File: config.mk
export PLATFORM = sky130hd
export DESIGN_NAME = pixel_pair_palette_builder
export DESIGN_NICKNAME = d
export VERILOG_FILES = /design/src/hw/rtl/ppp_pkg.sv /design/src/hw/rtl/ppp_quant.sv /design/src/hw/rtl/ppp_cell.sv /design/src/hw/rtl/pixel_pair_palette_builder.sv
export VERILOG_INCLUDE_DIRS = /design/src /design/src/hw/rtl
export SDC_FILE = /design/constraint.sdc
export NUM_CORES = 2
export LEC_CHECK = 0
export BUFFER_PORTS_ARGS = -buffer_cell sky130_fd_sc_hd__buf_2
export CORE_ASPECT_RATIO = 1.2
export CORE_MARGIN = 5
export CORE_UTILIZATION = 26
export CTS_BUF_LIST = sky130_fd_sc_hd__clkbuf_16
export CTS_CLUSTER_SIZE = 40
export DETAILED_ROUTE_END_ITERATION = 12
export GPL_TIMING_DRIVEN = 1
export HOLD_SLACK_MARGIN = 0.02
export MAX_ROUTING_LAYER = met4
export SYNTH_ARGS = -nofsm -noshare
export SYNTH_HDL_FRONTEND = slang
export SYNTH_SLANG_ARGS = --single-unit
export TNS_END_PERCENT = 100
File: constraint.sdc
create_clock -name i_clk -period 54.1 [get_ports i_clk]
set_input_delay 8.115 -clock i_clk [delete_from_list [all_inputs] [get_ports i_clk]]
set_output_delay 8.115 -clock i_clk [all_outputs]
set_load 0.02 [all_outputs]
File: src/hw/rtl/pixel_pair_palette_builder_assert.svh
// Assertion macros shared by the palette builder RTL.
// In synthesis builds the macros expand to nothing.
`ifndef PIXEL_PAIR_PALETTE_BUILDER_ASSERT_SVH
`define PIXEL_PAIR_PALETTE_BUILDER_ASSERT_SVH

`ifndef SYNTHESIS

// Condition that must hold at every clock edge outside reset.
`define PPP_ASSERT_HOLDS(lbl, cond) \
    lbl: assert property (@(posedge i_clk) disable iff (!i_rst_n) (cond)) \
        else $error("palette builder check failed");

// Antecedent in a cycle implies the consequent in the same cycle.
`define PPP_ASSERT_IMPLIES(lbl, ante, cons) \
    lbl: assert property (@(posedge i_clk) disable iff (!i_rst_n) (ante) |-> (cons)) \
        else $error("palette builder check failed");

`else

`define PPP_ASSERT_HOLDS(lbl, cond)
`define PPP_ASSERT_IMPLIES(lbl, ante, cons)

`endif

`endif

File: src/hw/rtl/ppp_pkg.sv
package ppp_pkg;

    localparam int DefCapacity = 32;

    localparam int ChanW   = 8;
    localparam int KeyW    = 12;
    localparam int PixW    = 6;
    localparam int IdxW    = 5;
    localparam int CntOutW = 6;
    localparam int OpW     = 2;
    localparam int StatW   = 3;

    localparam int InDataW  = 56;
    localparam int OutDataW = 24;

    localparam int QuantDiv = 85;

    // Request codes.
    localparam logic [OpW-1:0] OpInsert = 2'd0;
    localparam logic [OpW-1:0] OpLookup = 2'd1;
    localparam logic [OpW-1:0] OpRead   = 2'd2;

    // Result status codes.
    localparam logic [StatW-1:0] StOk      = 3'd0;
    localparam logic [StatW-1:0] StPresent = 3'd1;
    localparam logic [StatW-1:0] StAbsent  = 3'd2;
    localparam logic [StatW-1:0] StFull    = 3'd3;
    localparam logic [StatW-1:0] StRange   = 3'd4;

    // Control flags that travel with a request along the cell chain.
    typedef struct packed {
        logic           valid;
        logic [OpW-1:0] op;
        logic           done;   // sorted place of the key has been reached
        logic           found;  // key already held
        logic           shift;  // key placed, later entries move up
        logic           rhit;   // read index met an occupied cell
    } t_flags;

endpackage

File: src/hw/rtl/ppp_quant.sv
module ppp_quant
    import ppp_pkg::*;
(
    input  logic [ChanW-1:0] i_red,
    input  logic [ChanW-1:0] i_green,
    input  logic [ChanW-1:0] i_blue,
    output logic [PixW-1:0]  o_pixel
);

    localparam logic [ChanW-1:0] Thr1 = ChanW'(QuantDiv);
    localparam logic [ChanW-1:0] Thr2 = ChanW'(2 * QuantDiv);

    // An 8-bit channel divided by 85 gives 0, 1, 2 or 3 (only 255 gives 3).
    function automatic logic [1:0] quant2(input logic [ChanW-1:0] x);
        logic [1:0] q;
        if (x == {ChanW{1'b1}}) begin
            q = 2'd3;
        end else if (x >= Thr2) begin
            q = 2'd2;
        end else if (x >= Thr1) begin
            q = 2'd1;
        end else begin
            q = 2'd0;
        end
        return q;
    endfunction

    assign o_pixel = {quant2(i_red), quant2(i_green), quant2(i_blue)};

endmodule

File: src/hw/rtl/ppp_cell.sv
module ppp_cell
    import ppp_pkg::*;
#(
    parameter int CAPACITY = DefCapacity,
    parameter int CELL_IDX = 0,
    localparam int PW = (CAPACITY > 1) ? $clog2(CAPACITY) : 1,
    localparam int CW = $clog2(CAPACITY + 1)
) (
    input  logic            i_clk,
    input  logic            i_rst_n,
    input  logic            i_en,
    input  t_flags          i_flags,
    input  logic [KeyW-1:0] i_key,
    input  logic [IdxW-1:0] i_idx,
    input  logic [CW-1:0]   i_count,
    input  logic [PW-1:0]   i_pos,
    input  logic [KeyW-1:0] i_carry,
    input  logic [KeyW-1:0] i_rdata,
    output t_flags          o_flags,
    output logic [KeyW-1:0] o_key,
    output logic [IdxW-1:0] o_idx,
    output logic [CW-1:0]   o_count,
    output logic [PW-1:0]   o_pos,
    output logic [KeyW-1:0] o_carry,
    output logic [KeyW-1:0] o_rdata
);

    localparam int XW = (CW > IdxW) ? CW : IdxW;

    logic [KeyW-1:0] r_entry;
    logic [KeyW-1:0] n_entry;
    t_flags          r_flags;
    t_flags          n_flags;
    logic [KeyW-1:0] r_key;
    logic [IdxW-1:0] r_idx;
    logic [CW-1:0]   r_count;
    logic [PW-1:0]   r_pos;
    logic [PW-1:0]   n_pos;
    logic [KeyW-1:0] r_carry;
    logic [KeyW-1:0] n_carry;
    logic [KeyW-1:0] r_rdata;
    logic [KeyW-1:0] n_rdata;
    logic            w_occ;
    logic            w_sel;
    logic            w_room;

    assign w_occ  = i_count > CW'(CELL_IDX);
    assign w_room = i_count < CW'(CAPACITY);
    assign w_sel  = XW'(i_idx) == XW'(CELL_IDX);

    always_comb begin
        n_flags = i_flags;
        n_pos   = i_pos;
        n_carry = i_carry;
        n_rdata = i_rdata;
        n_entry = r_entry;
        if (i_flags.valid) begin
            if (i_flags.op == OpRead) begin
                if (w_sel && w_occ) begin
                    n_flags.rhit = 1'b1;
                    n_rdata      = r_entry;
                end
            end else if (!i_flags.done) begin
                // Move on while the held entry is smaller than the key.
                if (!(w_occ && (r_entry < i_key))) begin
                    n_flags.done = 1'b1;
                    n_pos        = PW'(CELL_IDX);
                    if (w_occ && (r_entry == i_key)) begin
                        n_flags.found = 1'b1;
                    end else if ((i_flags.op == OpInsert) && w_room) begin
                        n_flags.shift = 1'b1;
                        n_entry       = i_key;
                        n_carry       = r_entry;
                    end
                end
            end else if (i_flags.shift) begin
                n_entry = i_carry;
                n_carry = r_entry;
            end
        end
    end

    always_ff @(posedge i_clk) begin
        if (!i_rst_n) begin
            r_flags <= '0;
        end else if (i_en) begin
            r_flags <= n_flags;
        end
    end

    always_ff @(posedge i_clk) begin
        if (i_en) begin
            r_entry <= n_entry;
            r_key   <= i_key;
            r_idx   <= i_idx;
            r_count <= i_count;
            r_pos   <= n_pos;
            r_carry <= n_carry;
            r_rdata <= n_rdata;
        end
    end

    assign o_flags = r_flags;
    assign o_key   = r_key;
    assign o_idx   = r_idx;
    assign o_count = r_count;
    assign o_pos   = r_pos;
    assign o_carry = r_carry;
    assign o_rdata = r_rdata;

endmodule

File: src/hw/rtl/pixel_pair_palette_builder.sv
// A request accepted on the slave side walks every cell of the chain in turn and
// then the output register before its result beat shows on the master side.
// Only a single request is in the chain at a time: the next one may enter only
// after the current one has left the last cell for the output register.
// Reset: synchronous, active low; it empties the table (count zero), clears the
// overflow flag and drops any request in flight. Table contents need no reset.
`include "pixel_pair_palette_builder_assert.svh"

module pixel_pair_palette_builder
    import ppp_pkg::*;
#(
    parameter int CAPACITY = DefCapacity
) (
    input  logic                i_clk,
    input  logic                i_rst_n,
    input  logic                s_axis_tvalid,
    output logic                s_axis_tready,
    // tdata, low bit up: left_red[7:0], left_green[15:8], left_blue[23:16],
    // right_red[31:24], right_green[39:32], right_blue[47:40],
    // entry_index[52:48], zero padding[55:53].
    input  logic [InDataW-1:0]  s_axis_tdata,
    // tuser: req_type[1:0].
    input  logic [OpW-1:0]      s_axis_tuser,
    output logic                m_axis_tvalid,
    input  logic                m_axis_tready,
    // tdata, low bit up: pair_index[4:0], entry_count[10:5], overflowed[11],
    // entry_left_pixel[17:12], entry_right_pixel[23:18].
    output logic [OutDataW-1:0] m_axis_tdata,
    // tuser: status[2:0].
    output logic [StatW-1:0]    m_axis_tuser
);

    localparam int PW = (CAPACITY > 1) ? $clog2(CAPACITY) : 1;
    localparam int CW = $clog2(CAPACITY + 1);

    // The table lives in a row of CAPACITY cells, one sorted entry in each.
    // A request walks the row one cell per cycle unless the chain is held. A lookup
    // or insert stops at the first cell that is empty or does not hold a smaller
    // key; an insert that does not meet its key there drops it into that cell if
    // the table has room, and the displaced entries ripple up one cell each cycle
    // behind it. A read picks up the entry of the cell whose position matches. The
    // beat that leaves the last cell is turned into the result and the count and
    // overflow flag are committed then, so the next request sees the new state.

    t_flags          w_flags [0:CAPACITY];
    logic [KeyW-1:0] w_key   [0:CAPACITY];
    logic [IdxW-1:0] w_idx   [0:CAPACITY];
    logic [CW-1:0]   w_count [0:CAPACITY];
    logic [PW-1:0]   w_pos   [0:CAPACITY];
    logic [KeyW-1:0] w_carry [0:CAPACITY];
    logic [KeyW-1:0] w_rdata [0:CAPACITY];
    logic [CAPACITY:0] w_valid_vec;

    logic [PixW-1:0] w_left_pix;
    logic [PixW-1:0] w_right_pix;

    logic            r_busy;
    logic [CW-1:0]   r_count;
    logic [CW-1:0]   n_count;
    logic            r_overflow;
    logic            n_overflow;
    logic            r_out_valid;
    logic [OutDataW-1:0] r_out_data;
    logic [StatW-1:0]    r_out_user;

    logic            w_accept;
    logic            w_xfer;
    logic            w_en;

    logic [StatW-1:0]    w_status;
    logic [IdxW-1:0]     w_pidx;
    logic [PixW-1:0]     w_eleft;
    logic [PixW-1:0]     w_eright;
    logic [PW+IdxW-1:0]  w_pos_ext;
    logic [CW+CntOutW-1:0] w_cnt_ext;

    // One request in the chain at a time.
    assign s_axis_tready = !r_busy;
    assign w_accept      = s_axis_tvalid && s_axis_tready;

    ppp_quant u_quant_left (
        .i_red   (s_axis_tdata[7:0]),
        .i_green (s_axis_tdata[15:8]),
        .i_blue  (s_axis_tdata[23:16]),
        .o_pixel (w_left_pix)
    );

    ppp_quant u_quant_right (
        .i_red   (s_axis_tdata[31:24]),
        .i_green (s_axis_tdata[39:32]),
        .i_blue  (s_axis_tdata[47:40]),
        .o_pixel (w_right_pix)
    );

    // Head of the chain: the request as accepted, with the current count.
    always_comb begin
        w_flags[0]       = '0;
        w_flags[0].valid = w_accept;
        w_flags[0].op    = s_axis_tuser;
    end
    assign w_key[0]   = {w_left_pix, w_right_pix};
    assign w_idx[0]   = s_axis_tdata[52:48];
    assign w_count[0] = r_count;
    assign w_pos[0]   = '0;
    assign w_carry[0] = '0;
    assign w_rdata[0] = '0;

    // The chain holds while a finished beat at its end waits for the output
    // register to free up.
    assign w_xfer = w_flags[CAPACITY].valid && (!r_out_valid || m_axis_tready);
    assign w_en   = !(w_flags[CAPACITY].valid && !w_xfer);

    for (genvar g = 0; g < CAPACITY; g++) begin : g_cell
        ppp_cell #(
            .CAPACITY (CAPACITY),
            .CELL_IDX (g)
        ) u_cell (
            .i_clk   (i_clk),
            .i_rst_n (i_rst_n),
            .i_en    (w_en),
            .i_flags (w_flags[g]),
            .i_key   (w_key[g]),
            .i_idx   (w_idx[g]),
            .i_count (w_count[g]),
            .i_pos   (w_pos[g]),
            .i_carry (w_carry[g]),
            .i_rdata (w_rdata[g]),
            .o_flags (w_flags[g+1]),
            .o_key   (w_key[g+1]),
            .o_idx   (w_idx[g+1]),
            .o_count (w_count[g+1]),
            .o_pos   (w_pos[g+1]),
            .o_carry (w_carry[g+1]),
            .o_rdata (w_rdata[g+1])
        );
    end

    for (genvar g = 0; g <= CAPACITY; g++) begin : g_valid
        assign w_valid_vec[g] = w_flags[g].valid;
    end

    assign w_pos_ext = {{IdxW{1'b0}}, w_pos[CAPACITY]};

    // Result of the beat leaving the last cell.
    always_comb begin
        w_status   = StOk;
        w_pidx     = '0;
        w_eleft    = '0;
        w_eright   = '0;
        n_count    = r_count;
        n_overflow = r_overflow;
        if (w_flags[CAPACITY].op == OpRead) begin
            if (w_flags[CAPACITY].rhit) begin
                w_pidx   = w_idx[CAPACITY];
                w_eleft  = w_rdata[CAPACITY][KeyW-1:PixW];
                w_eright = w_rdata[CAPACITY][PixW-1:0];
            end else begin
                w_status = StRange;
            end
        end else if (w_flags[CAPACITY].op == OpInsert) begin
            if (w_flags[CAPACITY].found) begin
                w_status = StPresent;
                w_pidx   = w_pos_ext[IdxW-1:0];
            end else if (w_flags[CAPACITY].shift) begin
                w_pidx  = w_pos_ext[IdxW-1:0];
                n_count = r_count + CW'(1);
            end else begin
                w_status   = StFull;
                n_overflow = 1'b1;
            end
        end else begin
            // Lookup; the spare request code behaves the same way.
            if (w_flags[CAPACITY].found) begin
                w_pidx = w_pos_ext[IdxW-1:0];
            end else begin
                w_status = StAbsent;
            end
        end
    end

    assign w_cnt_ext = {{CntOutW{1'b0}}, n_count};

    always_ff @(posedge i_clk) begin
        if (!i_rst_n) begin
            r_busy      <= 1'b0;
            r_count     <= '0;
            r_overflow  <= 1'b0;
            r_out_valid <= 1'b0;
        end else begin
            if (w_accept) begin
                r_busy <= 1'b1;
            end else if (w_xfer) begin
                r_busy <= 1'b0;
            end
            if (w_xfer) begin
                r_count     <= n_count;
                r_overflow  <= n_overflow;
                r_out_valid <= 1'b1;
            end else if (m_axis_tready) begin
                r_out_valid <= 1'b0;
            end
        end
    end

    always_ff @(posedge i_clk) begin
        if (w_xfer) begin
            r_out_data <= {w_eright, w_eleft, n_overflow, w_cnt_ext[CntOutW-1:0], w_pidx};
            r_out_user <= w_status;
        end
    end

    assign m_axis_tvalid = r_out_valid;
    assign m_axis_tdata  = r_out_data;
    assign m_axis_tuser  = r_out_user;

    // The table never holds more entries than it has cells.
    `PPP_ASSERT_HOLDS(a_count_bound, r_count <= CW'(CAPACITY))
    // The sticky overflow flag is only raised against a full table.
    `PPP_ASSERT_IMPLIES(a_overflow_full, r_overflow, r_count == CW'(CAPACITY))
    // At most one request walks the chain, and only while the block is busy.
    `PPP_ASSERT_HOLDS(a_single_request, $onehot0(w_valid_vec))
    `PPP_ASSERT_IMPLIES(a_exit_busy, w_flags[CAPACITY].valid, r_busy)

endmodule

; After elaboration in Yosys (flattened, before gate mapping)
; Index checks and enable logic that the tools add are counted.
[totals]
in_bits = 62
regBits = 2272
word_cells = 1906
out_inout_bits = 29
[op_classes]
n_mux = 908
n_reduce_logical = 238
addsub = 1
eq_ne = 195
bitwise = 38
order_cmp = 108
[op_table]
columns = op, n
row1 = two-way mux 12 bit, 458
row2 = two-way mux 5 bit, 126
row3 = == test 12 bit, 32
row4 = < comparator 12 bit, 32
row5 = two-way mux 3 bit, 96
row6 = AND reduction 7 bit, 31
row7 = < comparator 6 bit (second input constant), 32
row8 = != test 2 bit (second input constant), 93
row9 = two-way mux 1 bit, 175
row10 = logical AND 1 bit, 131
row11 = two-way mux 4 bit, 31
row12 = greater-than comparator 6 x 5 -> 1 bit (second input constant), 16
row13 = == test 5 bit (second input constant), 16
row14 = == test 2 bit (second input constant), 33
row15 = logical NOT 2 bit, 33
row16 = nonzero test 2 bit, 33
row17 = == test 8 bit (second input constant), 6
row18 = >= comparator 8 x 7 -> 1 bit (second input constant), 6
row19 = >= comparator 8 bit (second input constant), 6
row20 = greater-than comparator 6 x 4 -> 1 bit (second input constant), 8
row21 = == test 5 x 4 -> 1 bit (second input constant), 8
row22 = inverter 1 bit, 38
row23 = two-way mux 2 bit, 18
row24 = greater-than comparator 6 x 3 -> 1 bit (second input constant), 4
row25 = other kinds (15), 26

; Longest topological paths before layout
[logic_depth]
word_depth = 10
ltp_mapped = 14
mapped_depth_nobuf = 14

; Modules after synthesis
; Synthesis repeated with hierarchy kept, for this count alone.
[unflattened]
cells_unflattened = 7574
hier_area_um2 = 104144.9
[by_module_without_submodules]
columns = module, seq_area_each_um2, cells_per_inst, instances, area_each_um2
row1 = ppp_cell (g_cell[15].u_cell ...), 2062.0, 210, 2, 3111.7
row2 = ppp_cell (g_cell[12].u_cell), 2062.0, 293, 1, 3482.1
row3 = ppp_cell (g_cell[6].u_cell), 2062.0, 293, 1, 3479.6
row4 = ppp_cell (g_cell[2].u_cell), 2062.0, 293, 1, 3470.8
row5 = ppp_cell (g_cell[0].u_cell), 2062.0, 255, 1, 3308.2
row6 = ppp_cell (g_cell[4].u_cell), 2062.0, 250, 1, 3269.4
row7 = ppp_cell (g_cell[5].u_cell), 2062.0, 251, 1, 3260.6
row8 = ppp_cell (g_cell[1].u_cell), 2062.0, 251, 1, 3248.1
row9 = ppp_cell (g_cell[10].u_cell), 2062.0, 251, 1, 3246.9
row10 = ppp_cell (g_cell[24].u_cell), 2062.0, 253, 1, 3244.4
row11 = ppp_cell (g_cell[17].u_cell), 2062.0, 252, 1, 3241.9
row12 = ppp_cell (g_cell[20].u_cell), 2062.0, 250, 1, 3236.9
row13 = ppp_cell (g_cell[26].u_cell), 2062.0, 249, 1, 3235.6
row14 = ppp_cell (g_cell[22].u_cell), 2062.0, 249, 1, 3231.8
row15 = +20 rows, --, --, --, --

; Least setup slack after synthesis
; Ideal clock, no wire load.
[synth_path]
kind = input to register
start = input port m_axis_tready
end = register g_cell[0].u_cell.r_carry[0] (enable)
cell_stages = 6
required_ns = 51.508
setup_ns = 2.592
path_buffers = 3
t_arrival_ns = 52.014
setup_slack_ns = -0.506
cell_sequence = nor2b_1 -> and2_1 -> clkbuf_1 -> inv_1 -> clkbuf_1 -> clkbuf_1
[synth_via]
elab_chain_cells = 4
[synth_lines]
columns = item, line_no
row1 = start: declaration, pixel_pair_palette_builder.sv:25  ; input logic m_axis_tready,
row2 = logical OR 1 bit, pixel_pair_palette_builder.sv:110  ; assign w_xfer = w_flags[CAPACITY].valid && (!r_out_valid || m_axis_tready);
row3 = logical AND 1 bit, pixel_pair_palette_builder.sv:110
row4 = logical NOT 1 bit, pixel_pair_palette_builder.sv:111  ; assign w_en = !(w_flags[CAPACITY].valid && !w_xfer);
row5 = logical AND 1 bit, pixel_pair_palette_builder.sv:111
row6 = end signal: assignment, ppp_cell.sv:98  ; r_carry <= n_carry;
row7 = end: declaration, ppp_cell.sv:39  ; logic [KeyW-1:0] r_carry;
; No other way between the ends.
; A chain may end at the register's enable or synchronous reset.

; Worst setup path in the final report
[layout_path]
start = input port m_axis_tready
end = register g_cell[7].u_cell.r_carry[1] (enable)
[layout_via]
elab_chain_cells = 4
[layout_lines]
columns = item, line_no
row1 = logical OR 1 bit, pixel_pair_palette_builder.sv:110
row2 = logical AND 1 bit, pixel_pair_palette_builder.sv:110
row3 = logical NOT 1 bit, pixel_pair_palette_builder.sv:111
row4 = logical AND 1 bit, pixel_pair_palette_builder.sv:111
row5 = end signal: assignment, ppp_cell.sv:98
row6 = end: declaration, ppp_cell.sv:39
; No other way between the ends.

==> flow_summary_export.csv <==
group,metric,value,unit
floorplan,start_util,26.1,%
power,ir_worst_vdd,0.0000289,V
critical_path,cp_data_arrival_time,13.30,ns
power,seqPwrFrac,54.9,%
yosys,syn_avg_cell_area,14.1,um^2
critical_path,r2r_slack,48.22,ns
clock_tree,clkSinkCount,2241,
yosys,seq_area_frac_synth,68.1,%
clock_tree,cts_resized,0,
power,combPwrFrac,3.3,%
clock_tree,clkLatencyLatePin,0.85,ns
clock_tree,htreeDepth,4,
power,p_leak,42.6,nW
sta,finalCriticalPeriod,12.82,ns
yosys,synthTopCellsByArea,"edfxtp_1 63%, mux2_2 8.7%, ha_1 5.1%, dfxtp_1 4.9%, o21ai_0 2.8%",
worst_hold_path,worst_hold_path.endpoint,"g_cell[19].u_cell.o_count[1]",
sta,tightest_slew,1.27,ns
routing,first_pass_iters,6,
yosys,yosys_warnings,0,
critical_path,timing.rr.end,"g_cell[7].u_cell.o_carry[1]",
floorplan,boundaryPins,91,
floorplan,rows,243,
worst_hold_path,hold_class,"flip-flop to flip-flop",
clock_tree,cts_tree,"built",
sta,finalMaxSlewViolations,0,
critical_path,cp_slowest_cell,"buf_4",
routing,ant_nets,0,
critical_path,critical_path_class,"input pin to flip-flop",
job,maxCapViolations,0,
grt,grt_first_pass_wirelength,315000,um
yosys,syn_nets,7223,
routing,via_per_inst,4.42,
routing,wl,203000,um
floorplan,die_area,379000,um^2
critical_path,cp.required,54.58,ns
sta,max-slew-margin-rel,14.8,%
routing,dr.first_iter.drc_count,3714,
sta,final_hold_viol_count,0,
critical_path,worstPathCellList,"buf_2, nor2b_1, and2_4, inv_8, buf_4, buf_4, buf_4, buf_4, buf_4",
grt,track_usage,10.7,%
critical_path,path_common_cell,"buf_4",
yosys,synth_area,95500,um^2
cells_and_area,syn_to_final_growth,14.4,%
routing,via_count,53200,
sta,timing.final.ws_setup,41.28,ns
power,p_sw,0.000759,W
routing,drc,0,
floorplan,core-area,365000,um^2
sta,final-setup-viol-count,0,
floorplan,fp.dieW,563,um
yosys,yosysTopAreaCell,"edfxtp_1",
clock_tree,clk_pin_slew_worst_paths,0.06,ns
power,cellInternalPower,0.00285,W
routing,wire_per_inst,16.9,um
power,cellPowerDensity,33.0,nW/um^2
power,clkPwrFrac,41.8,%
grt,grt_max_degree,205,
critical_path,cp_max_fo,102,
yosys,synth_top_area_share,63.2,%
yosys,synth-edff-count,2009,
yosys,synth_cell_types,90,
critical_path,start_kind,"input pin",
critical_path,reg2reg_depth,8,
critical_path,cp-end-kind,"flip-flop",
power,p_sw_share,21.0,%
grt,antenna_found_initial,3,
yosys,synth_seq_cells,2241,
sta,skew,0.0493,ns
floorplan,die_h,674,um
grt,grt_pass1_vias,54500,
clock_tree,clock_path_buffers,3,
sta,max_freq,78.0,MHz
clock_tree,cts_root_buf,"clkbuf_16",
outcome,status,"finished clean",
cells_and_area,finalNetCount,7393,
grt,globalRouteOverflowTotal,0,
yosys,async_flop_share,0,%
clock_tree,postCtsSetupBuffers,0,
sta,rsz0062_at_grt,"false",
placement,gp_routability_congestion,0.848,
clock_tree,holdBufCountCts,0,
critical_path,regToRegStartpoint,"m_axis_tvalid",
placement,place_ws,40.42,ns
yosys,syn_inst,6775,
worst_hold_path,hp-start,"g_cell[18].u_cell.o_count[1]",
placement,dp_hpwl,144000,um
worst_hold_path,hold_depth,0,
clock_tree,numCtsBuffers,227,
sta,final.period_utilization,23.7,%
cells_and_area,drive_above_1_share,19.1,%
yosys,yosys_most_used_dff,"edfxtp_1",
placement,portBuffers,87,
critical_path,max_stage_delay,0.86,ns
sta,fin_tns_setup,0,ns
## cells in the mapped netlist, types with 13 or more instances
library cell and number:
edfxtp_1 2009, a21oi_1 275, o31a_1 16, inv_1 428, clkbuf_1 192, a211oi_1 36
or4_1 24, mux2_2 735, buf_2 23, a21o_1 63, nor2_1 209, nor2b_1 82
ha_1 386, and2_1 49, buf_1 23, o31ai_1 13, nor4_1 44, mux2_4 20
nand3_1 54, nor3_1 97, o21ai_0 535, o211a_1 15, a31oi_1 30, nand2_1 680
nand2b_1 84, nand4_1 70, and3_1 35, o21a_1 31, dfxtp_1 232, o211ai_1 21
or2_2 52
## per-stage QoR
| step | utilization, % | instance area, um^2 | power (W) | hold WS [ns] | std cells |
|---|---|---|---|---|---|
| finish | 29.9 | 109000 | 0.00361 | 0.406 | 12000 |
| global route | 29.9 | 109000 | 0.00374 | 0.422 | 12000 |
| floorplan | - | 95500 | 0.00208 | 0.400 | 6775 |
| CTS | 29.9 | 109000 | 0.00365 | 0.406 | 12000 |
| detailed placement | 27.9 | 102000 | 0.00214 | 0.405 | 11600 |
| global placement | 27.9 | 102000 | 0.00213 | 0.403 | 11600 |
## power by group through the flow
| stage | Combinational [W] | Clock, W | Sequential, W |
|---|---|---|---|
| finish | 0.000120 | 0.00151 | 0.00198 |
| global route | 0.000136 | 0.00162 | 0.00199 |
| CTS | 0.000121 | 0.00155 | 0.00198 |
| detailed placement | 0.000119 | 0 | 0.00202 |
| global placement | 0.000117 | 0 | 0.00202 |
| floorplan | 0.0000868 | 0 | 0.00199 |
## worst max-delay path, delay by kind of cell
kind | cells | cell delay (ns)
simple gates | 2 | 0.25
buf+inv | 7 | 4.56
## registers in the layout, summed over array words and instances (netlist names), 3 cells and up
register	count
g_cell.u_cell.o_pos	129
g_cell.u_cell.o_flags	223
g_cell.u_cell.o_carry	372
m_axis_tuser	3
g_cell.u_cell.o_idx	160
r_count	6
g_cell.u_cell.o_rdata	384
m_axis_tdata	24
g_cell.u_cell.o_key	372
g_cell.u_cell.r_entry	384
g_cell.u_cell.o_count	181
## cell type report
cell class | count | area [um^2]
inverters | 429 | 1620
fillers | 36400 | 256000
flip-flops and latches | 2241 | 65000
clock buffers | 232 | 5810
multi-input cells | 3857 | 28000
well taps | 4900 | 6130
diodes | 2 | 5.00
clock inverters | 191 | 1410
repair buffers | 189 | 1230
## per-layer routing
| layer | GRT usage [%] | part of all wire, % | vias up |
|---|---|---|---|
| li1 | - | - | 25500 |
| met1 | 12.3 | 41 | 26300 |
| met5 | - | 0 | - |
| met4 | 3.77 | 3.2 | 0 |
| met3 | 1.36 | 3.5 | 348 |
| met2 | 19.1 | 52 | 1062 |
## how the worst max path moves through the flow
stage                   from                     endpoint  slack (ns)
2_1_floorplan  m_axis_tready  g_cell[0].u_cell.o_carry[0]       24.06
3_3_place_gp   m_axis_tready    g_cell[7].u_cell.o_key[1]       40.57
3_5_place_dp   m_axis_tready    g_cell[7].u_cell.o_key[3]       40.42
4_1_cts        m_axis_tready  g_cell[7].u_cell.o_carry[1]       41.39
5_1_grt        m_axis_tready  g_cell[7].u_cell.o_carry[5]       40.97
6_report       m_axis_tready  g_cell[7].u_cell.o_carry[1]       41.28
## cells in the final DEF (no fill, tap or decap), drive strengths merged, types with 13 or more instances in the layout
| cell type | synthesis | layout |
|---|---|---|
| nand2 | 680 | 680 |
| mux2 | 755 | 755 |
| o211a | 15 | 15 |
| and2 | 50 | 50 |
| inv | 428 | 496 |
| nor4 | 45 | 45 |
| clkinv | 1 | 101 |
| and3 | 35 | 35 |
| a211oi | 37 | 37 |
| a31oi | 30 | 30 |
| ha | 386 | 386 |
| or2 | 53 | 53 |
| o211ai | 21 | 21 |
| nor2b | 82 | 82 |
| nor2 | 209 | 209 |
| edfxtp | 2009 | 2009 |
| nand2b | 84 | 84 |
| clkbuf | 192 | 232 |
| nor3 | 98 | 98 |
| o31a | 16 | 16 |
| nand4 | 70 | 70 |
| dfxtp | 232 | 232 |
| nand3 | 54 | 54 |
| or4 | 28 | 28 |
| a21o | 63 | 63 |
| o21ai | 541 | 541 |
| o22ai | 14 | 14 |
| a21oi | 275 | 275 |
| bufinv | 0 | 16 |
| o21a | 31 | 31 |
| o31ai | 14 | 14 |
| and4 | 13 | 13 |
| buf | 56 | 189 |
## cells by family after synthesis
kind of cell | count (synthesis) | share of synthesized area (%)
adder cells (fa/ha/maj) | 386 | 5.06
buffers and inverters | 677 | 2.75
AO/OA/AOI/OAI | 1131 | 6.97
flip-flops | 2241 | 68.1
AND/OR/NAND/NOR | 1570 | 8.03
XOR/XNOR | 10 | 0.0918
multiplexers | 760 | 9.04
Power figures use the tool's default switching activity.
